==> config.mk <==
export PLATFORM = sky130hd
export DESIGN_NAME = mih_controller
export DESIGN_NICKNAME = d
export VERILOG_FILES = /design/src/rtl/core/mih_pkg.sv /design/src/rtl/core/mih_controller.sv
export SDC_FILE = /design/constraint.sdc
export NUM_CORES = 1
export LEC_CHECK = 0
export BUFFER_PORTS_ARGS = -buffer_cell sky130_fd_sc_hd__buf_2
export CAP_MARGIN = 5
export CORE_MARGIN = 2
export CORE_UTILIZATION = 30
export DETAILED_ROUTE_END_ITERATION = 10
export GPL_TIMING_DRIVEN = 1
export PLACE_DENSITY = 0.58
export SETUP_SLACK_MARGIN = 0.2
export SLEW_MARGIN = 20
export SYNTH_ARGS = -nofsm -noshare
export SYNTH_HDL_FRONTEND = slang
export SYNTH_SLANG_ARGS = --single-unit
==> constraint.sdc <==
create_clock -name clk -period 3.23 [get_ports clk]
set_clock_uncertainty 0.05 [all_clocks]
set_input_delay 0.4845 -clock clk [delete_from_list [all_inputs] [get_ports clk]]
set_output_delay 0.4845 -clock clk [all_outputs]
set_load 0.05 [all_outputs]
==> src/rtl/core/mih_pkg.sv <==
// ----------------------------------------------------------------------------
// mih_pkg
// Shared constants, codes and controller/datapath types of the host table.
// ----------------------------------------------------------------------------
`default_nettype none

package mih_pkg;

	localparam int TABLE_DEPTH = 64;
	localparam int IDX_W       = $clog2(TABLE_DEPTH);
	localparam int CNT_W       = $clog2(TABLE_DEPTH + 1);
	localparam int FLD_W       = 7;
	localparam int CALC_W      = ((CNT_W > FLD_W) ? CNT_W : FLD_W) + 1;
	localparam int MAC_W       = 48;
	localparam int IP_W        = 32;
	localparam int SEEN_W      = 32;
	localparam int ENTRY_W     = MAC_W + IP_W + SEEN_W;

	typedef enum logic [1:0] {
		KIND_ADD,
		KIND_REMOVE,
		KIND_READ,
		KIND_NONE
	} kind_t;

	typedef enum logic [1:0] {
		STATUS_OK,
		STATUS_EMPTY,
		STATUS_RANGE,
		STATUS_FULL
	} status_t;

	typedef enum logic [1:0] {
		CHG_NONE,
		CHG_IP,
		CHG_MAC
	} change_t;

	typedef enum logic [2:0] {
		CS_IDLE,
		CS_DISPATCH,
		CS_SEARCH,
		CS_COMPARE,
		CS_COPY_RD,
		CS_COPY_WR,
		CS_READ_WAIT,
		CS_DONE
	} ctl_state_t;

	typedef enum logic [1:0] {
		RD_NONE,
		RD_SEARCH,
		RD_COPY,
		RD_ENTRY
	} rd_op_t;

	typedef enum logic [1:0] {
		WR_NONE,
		WR_APPEND,
		WR_UPDATE,
		WR_COPY
	} wr_op_t;

	typedef enum logic [2:0] {
		RES_NONE,
		RES_EMPTY,
		RES_RANGE,
		RES_FULL,
		RES_APPEND,
		RES_MATCH,
		RES_READ
	} res_op_t;

	typedef enum logic [1:0] {
		IDX_HOLD,
		IDX_ZERO,
		IDX_FIRST,
		IDX_INC
	} idx_op_t;

	typedef struct packed {
		logic    load;
		idx_op_t idx_op;
		rd_op_t  rd_op;
		wr_op_t  wr_op;
		res_op_t res_op;
		logic    total_inc;
		logic    total_sub;
		logic    publish;
	} dp_cmd_t;

	typedef struct packed {
		kind_t kind;
		logic  empty_host;
		logic  search_end;
		logic  table_full;
		logic  match;
		logic  remove_bad;
		logic  copy_end;
		logic  read_bad;
		logic  out_free;
	} dp_stat_t;

endpackage

`default_nettype wire

==> src/rtl/core/mih_controller.sv <==
// ----------------------------------------------------------------------------
// mih_controller
// Sequencer for add (linear scan), remove (compaction copy) and read items.
// ----------------------------------------------------------------------------
`default_nettype none

module mih_controller (
	input  wire logic              clk,
	input  wire logic              arst_n,
	input  wire logic              in_valid,
	output logic                   in_ready,
	input  wire mih_pkg::dp_stat_t stat,
	output mih_pkg::dp_cmd_t       cmd
);

	mih_pkg::ctl_state_t state_q;
	mih_pkg::ctl_state_t state_d;

	always_ff @(posedge clk or negedge arst_n) begin
		if (!arst_n) begin
			state_q <= mih_pkg::CS_IDLE;
		end else begin
			state_q <= state_d;
		end
	end

	always_comb begin
		state_d  = state_q;
		cmd      = '0;
		in_ready = 1'b0;
		unique case (state_q)
			mih_pkg::CS_IDLE: begin
				in_ready = 1'b1;
				if (in_valid) begin
					cmd.load = 1'b1;
					state_d  = mih_pkg::CS_DISPATCH;
				end
			end
			mih_pkg::CS_DISPATCH: begin
				unique case (stat.kind)
					mih_pkg::KIND_ADD: begin
						if (stat.empty_host) begin
							cmd.res_op = mih_pkg::RES_EMPTY;
							state_d    = mih_pkg::CS_DONE;
						end else begin
							cmd.idx_op = mih_pkg::IDX_ZERO;
							state_d    = mih_pkg::CS_SEARCH;
						end
					end
					mih_pkg::KIND_REMOVE: begin
						if (stat.remove_bad) begin
							cmd.res_op = mih_pkg::RES_RANGE;
							state_d    = mih_pkg::CS_DONE;
						end else begin
							cmd.idx_op = mih_pkg::IDX_FIRST;
							state_d    = mih_pkg::CS_COPY_RD;
						end
					end
					mih_pkg::KIND_READ: begin
						if (stat.read_bad) begin
							cmd.res_op = mih_pkg::RES_RANGE;
							state_d    = mih_pkg::CS_DONE;
						end else begin
							cmd.rd_op = mih_pkg::RD_ENTRY;
							state_d   = mih_pkg::CS_READ_WAIT;
						end
					end
					default: begin
						state_d = mih_pkg::CS_DONE;
					end
				endcase
			end
			mih_pkg::CS_SEARCH: begin
				if (stat.search_end) begin
					if (stat.table_full) begin
						cmd.res_op = mih_pkg::RES_FULL;
					end else begin
						cmd.wr_op     = mih_pkg::WR_APPEND;
						cmd.res_op    = mih_pkg::RES_APPEND;
						cmd.total_inc = 1'b1;
					end
					state_d = mih_pkg::CS_DONE;
				end else begin
					cmd.rd_op = mih_pkg::RD_SEARCH;
					state_d   = mih_pkg::CS_COMPARE;
				end
			end
			mih_pkg::CS_COMPARE: begin
				if (stat.match) begin
					cmd.wr_op  = mih_pkg::WR_UPDATE;
					cmd.res_op = mih_pkg::RES_MATCH;
					state_d    = mih_pkg::CS_DONE;
				end else begin
					cmd.idx_op = mih_pkg::IDX_INC;
					state_d    = mih_pkg::CS_SEARCH;
				end
			end
			mih_pkg::CS_COPY_RD: begin
				if (stat.copy_end) begin
					cmd.total_sub = 1'b1;
					state_d       = mih_pkg::CS_DONE;
				end else begin
					cmd.rd_op = mih_pkg::RD_COPY;
					state_d   = mih_pkg::CS_COPY_WR;
				end
			end
			mih_pkg::CS_COPY_WR: begin
				cmd.wr_op  = mih_pkg::WR_COPY;
				cmd.idx_op = mih_pkg::IDX_INC;
				state_d    = mih_pkg::CS_COPY_RD;
			end
			mih_pkg::CS_READ_WAIT: begin
				cmd.res_op = mih_pkg::RES_READ;
				state_d    = mih_pkg::CS_DONE;
			end
			mih_pkg::CS_DONE: begin
				if (stat.out_free) begin
					cmd.publish = 1'b1;
					state_d     = mih_pkg::CS_IDLE;
				end
			end
			default: begin
				state_d = mih_pkg::CS_IDLE;
			end
		endcase
	end

	a_accept_idle: assert property (@(posedge clk) disable iff (!arst_n)
		(in_valid && in_ready) |=> (state_q == mih_pkg::CS_DISPATCH))
		else $error("accepted transaction not dispatched");

	a_single_item: assert property (@(posedge clk) disable iff (!arst_n)
		cmd.load |-> (state_q == mih_pkg::CS_IDLE))
		else $error("item loaded while another is in work");

	a_publish_idle: assert property (@(posedge clk) disable iff (!arst_n)
		cmd.publish |=> in_ready)
		else $error("not ready after result publish");

endmodule

`default_nettype wire
; Word level (Yosys, flattened, before mapping)
; Index checks and enable logic that the tools add are counted.
[word_totals]
mem_bits_ro = 0
out_inout_bits = 14
ff_bits = 3
mem_bits_rw = 0
n_memories = 0
latchBits = 0
[op_classes]
bitwise_logic = 0
addsub = 0
div_mod_pow = 0
muxes = 39
mul = 0
magnitude_cmp = 0
eq_ne = 11
n_reduce_logical = 3
shift = 0
[ops]
columns = cell, count
row1 = 2-bit case mux with 3 select lines, 4
row2 = 3-bit case mux with 8 select lines, 1
row3 = 2-bit 2-to-1 mux, 9
row4 = 3-bit 2-to-1 mux, 6
row5 = 1-bit 2-to-1 mux, 14
row6 = "3-bit equality test, second input constant", 4
row7 = 3-bit case mux with 4 select lines, 1
row8 = 3-bit case mux with 3 select lines, 1
row9 = "3-bit by 2-bit equality test with 1-bit output, second input constant", 2
row10 = 6-bit 2-to-1 mux, 1
row11 = 5-bit 2-to-1 mux, 1
row12 = "2-bit inequality test, second input constant", 2
row13 = 2-bit case mux with 2 select lines, 1
row14 = "3-bit by 1-bit equality test with 1-bit output, second input constant", 1
row15 = 3-bit logical NOT, 1
row16 = "2-bit by 1-bit equality test with 1-bit output, second input constant", 1
row17 = "2-bit equality test, second input constant", 1
row18 = 2-bit logical NOT, 1
row19 = 2-bit AND reduction, 1

; Longest topological paths before layout
; Gate-level depths: netlist (run 1).
[logic_depth]
word_depth = 3
depth_mapped = 5
ltp_nobuf = 5

; Worst setup path after synthesis (run 1)
; No wires, ideal clock.
[synth_timing]
kind = register to output
from = register state_q[0]
to = output port cmd[12] (netlist bit)
setup_slack_ps = 506
t_arrival_ps = 2190
stages_incl_launch_ff = 4
path_buffers = 1
path_cell_list = dfrtp_1 buf_4 nor3_1 and2_1
[synth_lines]
columns = item, line_no
row1 = "start, declared", mih_controller.sv:16  ; mih_pkg::ctl_state_t state_q;
row2 = "start signal, assigned", mih_controller.sv:21  ; state_q <= mih_pkg::CS_IDLE;
row3 = "start signal, assigned", mih_controller.sv:23  ; state_q <= state_d;
row4 = "end, declared", mih_controller.sv:13  ; output mih_pkg::dp_cmd_t cmd

==> impl_results.html, run 1 <==
<table>
<tr><th>Metric</th><th>Value</th></tr>
<tr><th colspan="2">Clocking</th></tr>
<tr><td>Clock Pin Slew Worst Setup and Hold Paths</td><td>40 ps</td></tr>
<tr><td>Latest clock arrival within the worst-skew pair</td><td>~240 ps</td></tr>
<tr><td>Deepest clock path buffer count</td><td>2</td></tr>
<tr><td>Clock tree from TritonCTS</td><td>done</td></tr>
<tr><td>Quantity of hold-fixing buffers added after cts</td><td>1</td></tr>
<tr><td>Post-CTS Repair Setup Buffers</td><td>0</td></tr>
<tr><td>Deepest level of the CTS H-tree</td><td>1</td></tr>
<tr><td>CTS Buf Count</td><td>3</td></tr>
<tr><td># clock sinks</td><td>3</td></tr>
<tr><td>Root buffer cell</td><td>sky130_fd_sc_hd__clkbuf_4</td></tr>
<tr><td>Resized cells post-CTS</td><td>0</td></tr>
<tr><th colspan="2">Setup path</th></tr>
<tr><td>Slowest stage cell, crit path</td><td>sky130_fd_sc_hd__dfrtp_1</td></tr>
<tr><td>Maximum net fanout on the critical path</td><td>19</td></tr>
<tr><td>Worst Setup End Kind</td><td>output pin</td></tr>
<tr><td>Critical Path Source Type</td><td>flop</td></tr>
<tr><td>Worst Setup Path Type</td><td>flop to output pin</td></tr>
<tr><td>Critical path's largest stage delay</td><td>about 670 ps</td></tr>
<tr><td>Cell breakdown of the critical path</td><td>nor2b_4 &gt; nand3_1 &gt; a31oi_1 &gt; buf_2</td></tr>
<tr><td>Arrival @ worst endpoint</td><td>1800 ps</td></tr>
<tr><td>Data required time at the worst endpoint</td><td>2700 ps</td></tr>
<tr><th colspan="2">Die</th></tr>
<tr><td>Row cnt</td><td>16</td></tr>
<tr><td>Die boundary height</td><td>48.4 um</td></tr>
<tr><td>Die width</td><td>48.4 um</td></tr>
<tr><td>Placeable core region</td><td>1900 um2</td></tr>
<tr><td>IO Count</td><td>27</td></tr>
<tr><td>Die Outline Area</td><td>2340 um2</td></tr>
<tr><td>Initial cell density of the core</td><td>between 30% and 40%</td></tr>
<tr><th colspan="2">Final layout</th></tr>
<tr><td>Number of nets at the end of the flow</td><td>roughly 120</td></tr>
<tr><td>Most flop-heavy register</td><td>state_q</td></tr>
<tr><td>Most frequent cells in the layout</td><td>sky130_fd_sc_hd__buf_2 (26), sky130_fd_sc_hd__nor2_1 (8), sky130_fd_sc_hd__nand2_1 (7), sky130_fd_sc_hd__ha_1 (5), sky130_fd_sc_hd__a21oi_1 (4)</td></tr>
<tr><td>Flip-flop count of the largest register after layout</td><td>3</td></tr>
<tr><td>Fraction of final layout cells with drive strength greater than 1</td><td>37.4%</td></tr>
<tr><td>Layout-stage area growth over the synthesis result</td><td>23.7%</td></tr>
<tr><td>Most common cell after layout, fill and taps aside</td><td>sky130_fd_sc_hd__buf_2</td></tr>
<tr><td>Layout Cells excl Fill</td><td>about 130</td></tr>
<tr><td>Finished Core Util</td><td>38.4%</td></tr>
<tr><td>Largest registers</td><td>state_q x3</td></tr>
<tr><td>Diodes inserted</td><td>0</td></tr>
<tr><th colspan="2">Logic synthesis</th></tr>
<tr><td>Flop and latch count out of synthesis</td><td>3</td></tr>
<tr><td>Synthesized cell area</td><td>591 um2</td></tr>
<tr><td>Portion of synthesized cell area occupied by the leading cell type</td><td>12.7%</td></tr>
<tr><td>Net count after synthesis</td><td>92</td></tr>
<tr><td>Post-synthesis share of cell area spent on xor and xnor gates</td><td>0%</td></tr>
<tr><td>Flip-flop cell with the highest count after synthesis</td><td>sky130_fd_sc_hd__dfrtp_1</td></tr>
<tr><td>Number of distinct library cells after synthesis</td><td>41</td></tr>
<tr><td>Sequential area share after synthesis</td><td>12.7%</td></tr>
<tr><td>Cell type with the highest aggregate area in the netlist</td><td>sky130_fd_sc_hd__dfrtp_1</td></tr>
<tr><td>Number of enable-type register cells in the synthesized netlist</td><td>0</td></tr>
<tr><td>Post-synthesis share of cell area spent on and, or, nand and nor gates</td><td>32.6%</td></tr>
<tr><td>Multiplexer share of the synthesized area</td><td>0%</td></tr>
<tr><td>Per-instance average area after synthesis</td><td>7.98 um2</td></tr>
<tr><td>Synth warn</td><td>0</td></tr>
<tr><td>Synthesized netlist cell count</td><td>74</td></tr>
<tr><td>Combinational family with the most area after synthesis</td><td>simple AND/OR/NAND/NOR gates</td></tr>
<tr><td>Share of flip-flops with an asynchronous set or reset after synthesis</td><td>100%</td></tr>
<tr><td>Main area contributors after synthesis</td><td>sky130_fd_sc_hd__dfrtp_1 (13%), sky130_fd_sc_hd__ha_1 (11%), sky130_fd_sc_hd__buf_6 (5.7%), sky130_fd_sc_hd__nor2_1 (5.1%), sky130_fd_sc_hd__nand2_1 (4.4%)</td></tr>
<tr><td>Compound-Gate Fraction of Synth Area</td><td>30.5%</td></tr>
<tr><td>Arithmetic-cell share of the synthesized area counting full adders, half adders and majority gates</td><td>between 10% and 20%</td></tr>
<tr><th colspan="2">STA</th></tr>
<tr><td>Setup violations, final</td><td>0</td></tr>
<tr><td>Final min period</td><td>2340 ps</td></tr>
<tr><td>Highest attainable clock frequency</td><td>428 MHz</td></tr>
<tr><td>Pin slew with the least headroom to its limit</td><td>655 ps</td></tr>
<tr><td>Max-slew headroom</td><td>56.3%</td></tr>
<tr><td>Final hold violations</td><td>0</td></tr>
<tr><td>Post-route fraction of the period consumed by the critical path</td><td>around 72%</td></tr>
<tr><td>Max-slew violation count</td><td>0</td></tr>
<tr><td>RSZ-0062 raised after global routing</td><td>no</td></tr>
<tr><td>Final setup TNS</td><td>0 ps</td></tr>
<tr><th colspan="2">Global route</th></tr>
<tr><td>Pin count of the biggest net entering global routing</td><td>20</td></tr>
<tr><td>Global-route layer with the greatest usage</td><td>met2</td></tr>
<tr><td>Met2 Resource Use GR</td><td>22.2%</td></tr>
<tr><td>Remaining global-route overflow</td><td>0</td></tr>
<tr><td>Global routing met3 resource utilization</td><td>a little under 5%</td></tr>
<tr><td>Initial antenna violation count</td><td>0</td></tr>
<tr><td>Global router's overall resource usage</td><td>~13%</td></tr>
<tr><td>Global-route wire length before repair</td><td>2480 um</td></tr>
<tr><td>Global-route met1 utilization</td><td>15.6%</td></tr>
<tr><td>Number of global-route vias before repair</td><td>593</td></tr>
<tr><th colspan="2">Routing</th></tr>
<tr><td>1st-pass router iterations</td><td>4</td></tr>
<tr><td>Wire length per cell</td><td>11.6 um</td></tr>
<tr><td>Final antenna-violating net count</td><td>0</td></tr>
<tr><td>Iteration-0 DRC count of the detailed router</td><td>6</td></tr>
<tr><td>Final wirelength</td><td>approximately 1500 um</td></tr>
<tr><td>Via Count</td><td>623</td></tr>
<tr><td>Number of remaining DRC errors</td><td>0</td></tr>
<tr><td>Routed via count divided by cell count</td><td>4.94</td></tr>
<tr><th colspan="2">Placement</th></tr>
<tr><td>Final RePlAce weighted congestion</td><td>0.789</td></tr>
<tr><td>HPWL after DPL</td><td>1100 um</td></tr>
<tr><td>Placed cell count</td><td>121</td></tr>
<tr><td>Number of buffers inserted by port buffering</td><td>26</td></tr>
<tr><th colspan="2">Pwr</th></tr>
<tr><td>Part of the power in the clock network</td><td>about 9.9%</td></tr>
<tr><td>Power Dens Cells</td><td>963 nW/um2</td></tr>
<tr><td>Reported leakage power</td><td>0.373 nW</td></tr>
<tr><td>IR drop worst, VDD</td><td>0.352 mV</td></tr>
<tr><td>Share of power burned in registers</td><td>21.1%</td></tr>
<tr><td>Internal portion of total power</td><td>approximately 0.27 mW</td></tr>
<tr><td>Portion of total power attributed to combinational logic</td><td>69.0%</td></tr>
<tr><td>Switch share</td><td>62.1%</td></tr>
<tr><td>NetSw</td><td>0.437 mW</td></tr>
<tr><th colspan="2">Flow run</th></tr>
<tr><td>Number of max-cap violations</td><td>0</td></tr>
<tr><th colspan="2">Status</th></tr>
<tr><td>Status</td><td>finished clean</td></tr>
<tr><th colspan="2">Worst hold path</th></tr>
<tr><td>Hold crit path type</td><td>input port to asynchronous set/reset pin</td></tr>
</table>
power by group through the flow:
stage          registers [mW]  clock network, mW  logic (mW)
2_1_floorplan          0.0615                  0       0.529
3_3_place_gp            0.148                  0       0.485
3_5_place_dp            0.150                  0       0.487
4_1_cts                 0.149             0.0733       0.490
5_1_grt                 0.160             0.0779       0.517
6_report                0.149             0.0698       0.485
synthesized netlist by cell type (2+ instances only):
master	n
sky130_fd_sc_hd__o21ai_0	2
sky130_fd_sc_hd__buf_6	3
sky130_fd_sc_hd__nand2_1	7
sky130_fd_sc_hd__a21oi_1	4
sky130_fd_sc_hd__nor3_1	2
sky130_fd_sc_hd__nand3_1	2
sky130_fd_sc_hd__nor2_1	8
sky130_fd_sc_hd__nor2b_1	2
sky130_fd_sc_hd__o21a_1	2
sky130_fd_sc_hd__a211oi_1	2
sky130_fd_sc_hd__a31oi_1	2
sky130_fd_sc_hd__ha_1	5
sky130_fd_sc_hd__inv_1	3
sky130_fd_sc_hd__dfrtp_1	3
worst paths after layout:
kind / start / to / slack, ps / cells after the start
setup reg to reg: state_q[2] / state_q[0] / 1720 / 3
max in group asynchronous: arst_n / state_q[1] / 2490 / 2
min in group clk: stat[0] / state_q[1] / 530 / 4
setup / recovery: state_q[0] / cmd[3] / 890 / 4
hold reg to reg: state_q[0] / state_q[1] / 810 / 1
hold / removal: arst_n / state_q[2] / 530 / 2
metal layers:
metal,wire (um),up-vias
li1,-,321
met1,673,282
met2,687,18
met3,99,2
met4,6,0
met5,0,-
worst max-delay path, delay by kind of cell, from the launching register on:
family                 cells  cell delay (ps)
AOI/OAI and AO/OA          1              170
and+or+nand+nor            2              420
DFF                        1              670
buffers and inverters      1              290
layout make-up:
cell class | instances | area, um2
clock buffers | 4 | 26.3
fillers | 204 | 1170
inverters | 4 | 20.0
multi-input cells | 61 | 435
flip-flops and latches | 3 | 75.1
well taps | 27 | 33.8
repair buffers | 27 | 140
stage by stage:
step	setup WS [ps]	hold WS [ps]	cell area, um2	total power [mW]
final	895	528	731	0.704
after global routing	780	545	731	0.755
after CTS	883	513	731	0.712
after detailed placement	984	233	694	0.637
after global placement	1040	232	694	0.633
after floorplan	506	139	591	0.590
cell families after synthesis:
logic type,Yosys count
AND/OR/NAND/NOR,32
AO/OA/AOI/OAI,24
buffers and inverters,10
adder cells (fa/ha/maj),5
flip-flops,3
Note: power is estimated with default switching activity, not from simulation.
==> run 2: changes to the inputs <==
==> constraint.sdc (replaced) <==
create_clock -name clk -period 2.3 [get_ports clk]
set_clock_uncertainty 0.05 [all_clocks]
set_input_delay 0.345 -clock clk [delete_from_list [all_inputs] [get_ports clk]]
set_output_delay 0.345 -clock clk [all_outputs]
set_load 0.05 [all_outputs]
==> impl_results.html, run 2 (synthesis gave the netlist of run 1 again) <==
<table>
<tr><th>Metric</th><th>Value</th></tr>
<tr><th colspan="2">Final layout</th></tr>
<tr><td>Final instance area</td><td>772 um2 (was 731 um2)</td></tr>
<tr><td>Layout-stage area growth over the synthesis result</td><td>30.7% (was 23.7%)</td></tr>
<tr><td>Most frequent cells in the layout</td><td>sky130_fd_sc_hd__buf_2 (26), sky130_fd_sc_hd__nor2_1 (8), sky130_fd_sc_hd__nand2_1 (7), sky130_fd_sc_hd__ha_1 (5), sky130_fd_sc_hd__a21oi_1 (4) (unchanged)</td></tr>
<tr><td>Largest registers</td><td>state_q x3 (unchanged)</td></tr>
<tr><td>Most flop-heavy register</td><td>state_q (unchanged)</td></tr>
<tr><td>Number of nets at the end of the flow</td><td>120 (was 118)</td></tr>
<tr><td>Diodes inserted</td><td>0 (unchanged)</td></tr>
<tr><td>Flip-flop count of the largest register after layout</td><td>3 (unchanged)</td></tr>
<tr><td>Fraction of final layout cells with drive strength greater than 1</td><td>44.6% (was 37.4%)</td></tr>
<tr><td>Most common cell after layout, fill and taps aside</td><td>sky130_fd_sc_hd__buf_2 (unchanged)</td></tr>
<tr><th colspan="2">Setup path</th></tr>
<tr><td>Critical Path Source Type</td><td>flop (unchanged)</td></tr>
<tr><td>Data required time at the worst endpoint</td><td>1900 ps (was 2700 ps)</td></tr>
<tr><td>Maximum net fanout on the critical path</td><td>19 (unchanged)</td></tr>
<tr><td>Worst Setup Path Type</td><td>flop to output pin (unchanged)</td></tr>
<tr><td>Worst Setup End Kind</td><td>output pin (unchanged)</td></tr>
<tr><td>Arrival @ worst endpoint</td><td>1570 ps (was 1800 ps)</td></tr>
<tr><th colspan="2">Flow run</th></tr>
<tr><td>Number of max-cap violations</td><td>0 (unchanged)</td></tr>
<tr><th colspan="2">Routing</th></tr>
<tr><td>Highest routing layer actually used</td><td>met4 (unchanged)</td></tr>
<tr><td>Met1 Wirelength</td><td>686 um (was 673 um)</td></tr>
<tr><td>Final wirelength</td><td>1490 um (was 1470 um)</td></tr>
<tr><td>Number of remaining DRC errors</td><td>0 (unchanged)</td></tr>
<tr><td>Wire length on met3</td><td>66 um (was 99 um)</td></tr>
<tr><td>1st-pass router iterations</td><td>4 (unchanged)</td></tr>
<tr><td>Iteration-0 DRC count of the detailed router</td><td>14 (was 6)</td></tr>
<tr><td>Final antenna-violating net count</td><td>0 (unchanged)</td></tr>
<tr><td>Detail Route met2 WL</td><td>714 um (was 687 um)</td></tr>
<tr><td>Wire length per cell</td><td>11.6 um (about the same)</td></tr>
<tr><td>Via Count</td><td>625 (was 623)</td></tr>
<tr><td>Routed via count divided by cell count</td><td>4.88 (was 4.94)</td></tr>
<tr><th colspan="2">Global route</th></tr>
<tr><td>Remaining global-route overflow</td><td>0 (unchanged)</td></tr>
<tr><td>Global router's overall resource usage</td><td>12.9% (was 13.4%)</td></tr>
<tr><td>Pin count of the biggest net entering global routing</td><td>20 (unchanged)</td></tr>
<tr><td>Number of global-route vias before repair</td><td>553 (was 593)</td></tr>
<tr><td>Initial antenna violation count</td><td>0 (unchanged)</td></tr>
<tr><td>Global-route wire length before repair</td><td>2380 um (was 2480 um)</td></tr>
<tr><th colspan="2">Clocking</th></tr>
<tr><td>Latest clock arrival within the worst-skew pair</td><td>240 ps (about the same)</td></tr>
<tr><td>Post-CTS Repair Setup Buffers</td><td>0 (unchanged)</td></tr>
<tr><td>Clock tree from TritonCTS</td><td>done (unchanged)</td></tr>
<tr><td>Deepest clock path buffer count</td><td>2 (unchanged)</td></tr>
<tr><td>Clock Pin Slew Worst Setup and Hold Paths</td><td>40 ps (about the same)</td></tr>
<tr><td>Root buffer cell</td><td>sky130_fd_sc_hd__clkbuf_4 (unchanged)</td></tr>
<tr><td># clock sinks</td><td>3 (unchanged)</td></tr>
<tr><td>Deepest level of the CTS H-tree</td><td>1 (unchanged)</td></tr>
<tr><td>CTS Buf Count</td><td>3 (unchanged)</td></tr>
<tr><th colspan="2">STA</th></tr>
<tr><td>Worst Slack Setup Final</td><td>335 ps (was 895 ps)</td></tr>
<tr><td>Pin slew with the least headroom to its limit</td><td>462 ps (was 655 ps)</td></tr>
<tr><td>Setup violations, final</td><td>0 (unchanged)</td></tr>
<tr><td>Max-slew headroom</td><td>68.4% (was 56.3%)</td></tr>
<tr><td>Final hold violations</td><td>0 (unchanged)</td></tr>
<tr><td>Final min period</td><td>1970 ps</td></tr>
<tr><td>Post-route fraction of the period consumed by the critical path</td><td>85.5%</td></tr>
<tr><td>Highest attainable clock frequency</td><td>509 MHz</td></tr>
<tr><td>Final setup TNS</td><td>0 ps (unchanged)</td></tr>
<tr><td>Max-slew violation count</td><td>0 (unchanged)</td></tr>
<tr><td>Smallest hold slack</td><td>372 ps (was 528 ps)</td></tr>
<tr><td>RSZ-0062 raised after global routing</td><td>no (unchanged)</td></tr>
<tr><th colspan="2">Pwr</th></tr>
<tr><td>IR drop worst, VDD</td><td>0.559 mV (was 0.352 mV)</td></tr>
<tr><td>Power Dens Cells</td><td>1350 nW/um2 (was 963 nW/um2)</td></tr>
<tr><td>Final Power</td><td>1.04 mW (was 0.704 mW)</td></tr>
<tr><td>Reported leakage power</td><td>0.390 nW (was 0.373 nW)</td></tr>
<tr><th colspan="2">Die</th></tr>
<tr><td>Die Outline Area</td><td>2340 um2 (unchanged)</td></tr>
<tr><td>Placeable core region</td><td>1900 um2 (unchanged)</td></tr>
<tr><td>Die boundary height</td><td>48.4 um (unchanged)</td></tr>
<tr><td>Initial cell density of the core</td><td>31.1% (unchanged)</td></tr>
<tr><td>Die width</td><td>48.4 um (unchanged)</td></tr>
<tr><td>IO Count</td><td>27 (unchanged)</td></tr>
<tr><td>Row cnt</td><td>16 (unchanged)</td></tr>
<tr><th colspan="2">Status</th></tr>
<tr><td>Status</td><td>finished clean (unchanged)</td></tr>
<tr><th colspan="2">Placement</th></tr>
<tr><td>Number of buffers inserted by port buffering</td><td>26 (unchanged)</td></tr>
<tr><td>HPWL after DPL</td><td>1130 um (was 1100 um)</td></tr>
<tr><td>Worst setup slack after placement</td><td>333 ps (was 984 ps)</td></tr>
<tr><td>Post-place instance area</td><td>726 um2 (was 694 um2)</td></tr>
<tr><td>Final RePlAce weighted congestion</td><td>0.804 (was 0.789)</td></tr>
<tr><th colspan="2">Worst hold path</th></tr>
<tr><td>Hold crit path type</td><td>input port to asynchronous set/reset pin (unchanged)</td></tr>
</table>
[run 2: worst paths after layout]
path	start	end	slack, ps	cells past startpoint
max	state_q[1]	cmd[3]	330	4
min	arst_n	state_q[0]	370	2
max reg2reg	state_q[0]	state_q[2]	1010	4
min reg2reg	state_q[0]	state_q[1]	650	1
max in group asynchronous	arst_n	state_q[2]	1710	2
min in group clk	stat[0]	state_q[1]	400	4
[run 2: metal layers]
| layer | vias up | track usage [%] |
|---|---|---|
| li1 | 325 | - |
| met1 | 280 | 14.8 |
| met2 | 16 | 22.5 |
| met3 | 4 | 2.47 |
| met4 | 0 | 7.14 |
| met5 | - | 0 |
[run 2: repair_timing]
item                                   in CTS  in global routing
pin swaps                                   0                  0
endpoints found under the hold margin       3                  0
setup endpoints to repair                   4                  4
gates resized for setup                     1                  3
hold buffers                                1                  0
[run 2: per-stage QoR]
stage / std cells / utilization (%)
6_report: 128 / 40.6
5_1_grt: 128 / 40.6
4_1_cts: 128 / 40.1
3_5_place_dp: 123 / 38.2
3_3_place_gp: 123 / 38.2
2_1_floorplan: 74 / -
[run 2: power breakdown]
part | total, mW | internal, mW | leakage [nW] | switching (mW)
sequential | 0.200 | 0.0822 | 0.0301 | 0.117
clock | 0.0963 | 0.0652 | 0.0150 | 0.0310
combinational | 0.743 | 0.254 | 0.345 | 0.489
[run 2: area by class of cell]
cell class              instances  area (um2)
inverters                       4        20.0
flip-flops and latches          3        78.8
multi-input cells              61         458
clock buffers                   4        26.3
fillers                       207        1130
repair buffers                 29         155
well taps                      27        33.8
[run 2: worst max-delay path, cell delays in order (launching register included)]
cell,delay (ps)
sky130_fd_sc_hd__dfrtp_2,550
sky130_fd_sc_hd__nor2b_4,220
sky130_fd_sc_hd__nand3_1,100
sky130_fd_sc_hd__a31oi_1,170
sky130_fd_sc_hd__buf_2,290
==> run 3: changes to the inputs <==
--- a/config.mk
+++ b/config.mk
@@ -9,6 +9,7 @@
 export CAP_MARGIN = 5
 export CORE_MARGIN = 2
 export CORE_UTILIZATION = 30
+export CTS_CLUSTER_SIZE = 24
 export DETAILED_ROUTE_END_ITERATION = 10
 export GPL_TIMING_DRIVEN = 1
 export PLACE_DENSITY = 0.58
==> constraint.sdc (replaced) <==
create_clock -name clk -period 2.3 [get_ports clk]
set_clock_uncertainty 0.05 [all_clocks]
set_input_delay 0 -clock clk [delete_from_list [all_inputs] [get_ports clk]]
set_output_delay 0 -clock clk [all_outputs]
set_load 0.05 [all_outputs]
==> impl_results.html, run 3 (synthesis gave the netlist of run 1 again) <==
<table>
<tr><th>Metric</th><th>Value</th></tr>
<tr><th colspan="2">Pwr</th></tr>
<tr><td>Switch share</td><td>62.0% (was 61.3%)</td></tr>
<tr><td>Internal portion of total power</td><td>0.376 mW (was 0.402 mW)</td></tr>
<tr><td>Share of power burned in registers</td><td>21.3% (was 19.2%)</td></tr>
<tr><td>Portion of total power attributed to combinational logic</td><td>69.4% (was 71.5%)</td></tr>
<tr><td>Reported leakage power</td><td>0.373 nW (was 0.390 nW)</td></tr>
<tr><td>Power Dens Cells</td><td>1340 nW/um2 (was 1350 nW/um2)</td></tr>
<tr><td>Part of the power in the clock network</td><td>9.2% (was 9.3%)</td></tr>
<tr><td>NetSw</td><td>0.612 mW (was 0.637 mW)</td></tr>
<tr><td>IR drop worst, VDD</td><td>0.464 mV (was 0.559 mV)</td></tr>
<tr><th colspan="2">Placement</th></tr>
<tr><td>Final RePlAce weighted congestion</td><td>0.768 (was 0.804)</td></tr>
<tr><td>Placed cell count</td><td>121 (was 123)</td></tr>
<tr><td>Number of buffers inserted by port buffering</td><td>26 (unchanged)</td></tr>
<tr><td>HPWL after DPL</td><td>1100 um (was 1130 um)</td></tr>
<tr><th colspan="2">Die</th></tr>
<tr><td>Row cnt</td><td>16 (unchanged)</td></tr>
<tr><td>Placeable core region</td><td>1900 um2 (unchanged)</td></tr>
<tr><td>Die boundary height</td><td>48.4 um (unchanged)</td></tr>
<tr><td>Initial cell density of the core</td><td>31.1% (unchanged)</td></tr>
<tr><td>IO Count</td><td>27 (unchanged)</td></tr>
<tr><td>Die Outline Area</td><td>2340 um2 (unchanged)</td></tr>
<tr><td>Die width</td><td>48.4 um (unchanged)</td></tr>
<tr><th colspan="2">STA</th></tr>
<tr><td>Max-slew violation count</td><td>0 (unchanged)</td></tr>
<tr><td>Final min period</td><td>1860 ps (was 1970 ps)</td></tr>
<tr><td>Post-route fraction of the period consumed by the critical path</td><td>81.0% (was 85.5%)</td></tr>
<tr><td>Pin slew with the least headroom to its limit</td><td>664 ps (was 462 ps)</td></tr>
<tr><td>Final hold violations</td><td>0 (unchanged)</td></tr>
<tr><td>RSZ-0062 raised after global routing</td><td>no (unchanged)</td></tr>
<tr><td>Final setup TNS</td><td>0 ps (unchanged)</td></tr>
<tr><td>Setup violations, final</td><td>0 (unchanged)</td></tr>
<tr><td>Max-slew headroom</td><td>55.7% (was 68.4%)</td></tr>
<tr><td>Highest attainable clock frequency</td><td>537 MHz (was 509 MHz)</td></tr>
<tr><th colspan="2">Final layout</th></tr>
<tr><td>Layout-stage area growth over the synthesis result</td><td>24.6% (was 30.7%)</td></tr>
<tr><td>Diodes inserted</td><td>0 (unchanged)</td></tr>
<tr><td>Largest registers</td><td>state_q x3 (unchanged)</td></tr>
<tr><td>Number of nets at the end of the flow</td><td>118 (was 120)</td></tr>
<tr><td>Flip-flop count of the largest register after layout</td><td>3 (unchanged)</td></tr>
<tr><td>Fraction of final layout cells with drive strength greater than 1</td><td>38.4% (was 44.6%)</td></tr>
<tr><td>Most frequent cells in the layout</td><td>sky130_fd_sc_hd__buf_2 (26), sky130_fd_sc_hd__nor2_1 (8), sky130_fd_sc_hd__nand2_1 (7), sky130_fd_sc_hd__ha_1 (5), sky130_fd_sc_hd__a21oi_1 (4) (unchanged)</td></tr>
<tr><td>Layout Cells excl Fill</td><td>126 (was 128)</td></tr>
<tr><td>Most flop-heavy register</td><td>state_q (unchanged)</td></tr>
<tr><td>Most common cell after layout, fill and taps aside</td><td>sky130_fd_sc_hd__buf_2 (unchanged)</td></tr>
<tr><td>Sequential cell area</td><td>75.1 um2 (was 78.8 um2)</td></tr>
<tr><td>Finished Core Util</td><td>38.7% (was 40.6%)</td></tr>
<tr><td>Filler instances</td><td>208 (was 207)</td></tr>
<tr><td>Area occupied by multi-input gates</td><td>440 um2 (was 458 um2)</td></tr>
<tr><th colspan="2">Routing</th></tr>
<tr><td>Number of remaining DRC errors</td><td>0 (unchanged)</td></tr>
<tr><td>Routed via count divided by cell count</td><td>5.02 (was 4.88)</td></tr>
<tr><td>Iteration-0 DRC count of the detailed router</td><td>7 (was 14)</td></tr>
<tr><td>Wire length per cell</td><td>11.3 um (was 11.6 um)</td></tr>
<tr><td>1st-pass router iterations</td><td>4 (unchanged)</td></tr>
<tr><td>Final antenna-violating net count</td><td>0 (unchanged)</td></tr>
<tr><td>Final wirelength</td><td>1420 um (was 1490 um)</td></tr>
<tr><td>Via Count</td><td>632 (was 625)</td></tr>
<tr><th colspan="2">Clocking</th></tr>
<tr><td>Deepest level of the CTS H-tree</td><td>1 (unchanged)</td></tr>
<tr><td>CTS Buf Count</td><td>3 (unchanged)</td></tr>
<tr><td>Post-CTS Repair Setup Buffers</td><td>0 (unchanged)</td></tr>
<tr><td># clock sinks</td><td>3 (unchanged)</td></tr>
<tr><td>Clock tree from TritonCTS</td><td>done (unchanged)</td></tr>
<tr><td>Clock Pin Slew Worst Setup and Hold Paths</td><td>40 ps (about the same)</td></tr>
<tr><td>Deepest clock path buffer count</td><td>2 (unchanged)</td></tr>
<tr><td>Root buffer cell</td><td>sky130_fd_sc_hd__clkbuf_4 (unchanged)</td></tr>
<tr><td>Latest clock arrival within the worst-skew pair</td><td>230 ps (was 240 ps)</td></tr>
<tr><th colspan="2">Global route</th></tr>
<tr><td>Global routing met3 resource utilization</td><td>2.78% (was 2.47%)</td></tr>
<tr><td>Met2 Resource Use GR</td><td>21.5% (was 22.5%)</td></tr>
<tr><td>Global-route wire length before repair</td><td>2500 um (was 2380 um)</td></tr>
<tr><td>Global-route layer with the greatest usage</td><td>met2 (unchanged)</td></tr>
<tr><td>Number of global-route vias before repair</td><td>602 (was 553)</td></tr>
<tr><td>Remaining global-route overflow</td><td>0 (unchanged)</td></tr>
<tr><td>Global-route met1 utilization</td><td>17.4% (was 14.8%)</td></tr>
<tr><td>Pin count of the biggest net entering global routing</td><td>20 (unchanged)</td></tr>
<tr><td>Global router's overall resource usage</td><td>13.2% (was 12.9%)</td></tr>
<tr><td>Initial antenna violation count</td><td>0 (unchanged)</td></tr>
<tr><th colspan="2">Setup path</th></tr>
<tr><td>Maximum net fanout on the critical path</td><td>19 (unchanged)</td></tr>
<tr><td>Data required time at the worst endpoint</td><td>2250 ps (was 1900 ps)</td></tr>
<tr><td>Worst Setup End Kind</td><td>output pin (unchanged)</td></tr>
<tr><td>Arrival @ worst endpoint</td><td>1810 ps (was 1570 ps)</td></tr>
<tr><td>Worst Setup Path Type</td><td>flop to output pin (unchanged)</td></tr>
<tr><td>Critical Path Source Type</td><td>flop (unchanged)</td></tr>
<tr><th colspan="2">Worst hold path</th></tr>
<tr><td>Hold crit path type</td><td>input port to asynchronous set/reset pin (unchanged)</td></tr>
<tr><th colspan="2">Flow run</th></tr>
<tr><td>Number of max-cap violations</td><td>0 (unchanged)</td></tr>
<tr><th colspan="2">Status</th></tr>
<tr><td>Status</td><td>finished clean (unchanged)</td></tr>
</table>
==> run 3: repair_timing <==
| action | CTS | global route |
|---|---|---|
| hold buffers | 1 | 0 |
| gates resized for setup | 0 | 0 |
| endpoints found under the hold margin | 3 | 0 |
==> run 3: final cells by class <==
type	count	share of cell area [%]
repair buffers	27	19.0
multi-input cells	61	59.9
flip-flops and latches	3	10.2
well taps	27	4.59
inverters	4	2.72
clock buffers	4	3.57
==> run 3: per-stage QoR <==
stage / hold WS, ps / total power [mW] / worst slack [ps] / instance area, um2
after floorplan: -346 / 0.834 / 494 / 596
after global placement: -254 / 0.897 / 753 / 699
after detailed placement: -253 / 0.899 / 723 / 699
after CTS: 30.9 / 0.997 / 455 / 736
after global routing: 23.3 / 1.06 / 335 / 736
final: 39.3 / 0.988 / 438 / 736
==> run 3: path summary, 6_finish.rpt <==
check                      startpoint    endpoint  slack (ps)  cells past startpoint
setup / recovery           state_q[0]      cmd[3]         440                      4
hold / removal                 arst_n  state_q[1]          40                      2
setup reg to reg           state_q[2]  state_q[0]         780                      3
hold reg to reg            state_q[0]  state_q[1]         790                      1
max in group asynchronous      arst_n  state_q[2]        2060                      2
min in group clk              stat[0]  state_q[1]          60                      4
==> run 3: power by group through the flow <==
| stage | logic (mW) | clock network, mW | registers (mW) |
|---|---|---|---|
| floorplan | 0.747 | 0 | 0.0864 |
| global placement | 0.689 | 0 | 0.208 |
| detailed placement | 0.686 | 0 | 0.212 |
| CTS | 0.690 | 0.0963 | 0.210 |
| global route | 0.729 | 0.105 | 0.227 |
| finish | 0.686 | 0.0913 | 0.211 |
==> run 3: metal layers <==
layer,wire (um),vias up
met4,0,0
met3,94,0
met1,664,293
met5,0,-
met2,659,20
li1,-,319
==> run 3: worst max-delay path, stage by stage, from the launching register on <==
cell,delay [ps]
sky130_fd_sc_hd__dfrtp_1,670
sky130_fd_sc_hd__nor2b_4,300
sky130_fd_sc_hd__nand3_1,90
sky130_fd_sc_hd__a31oi_1,210
sky130_fd_sc_hd__buf_2,300
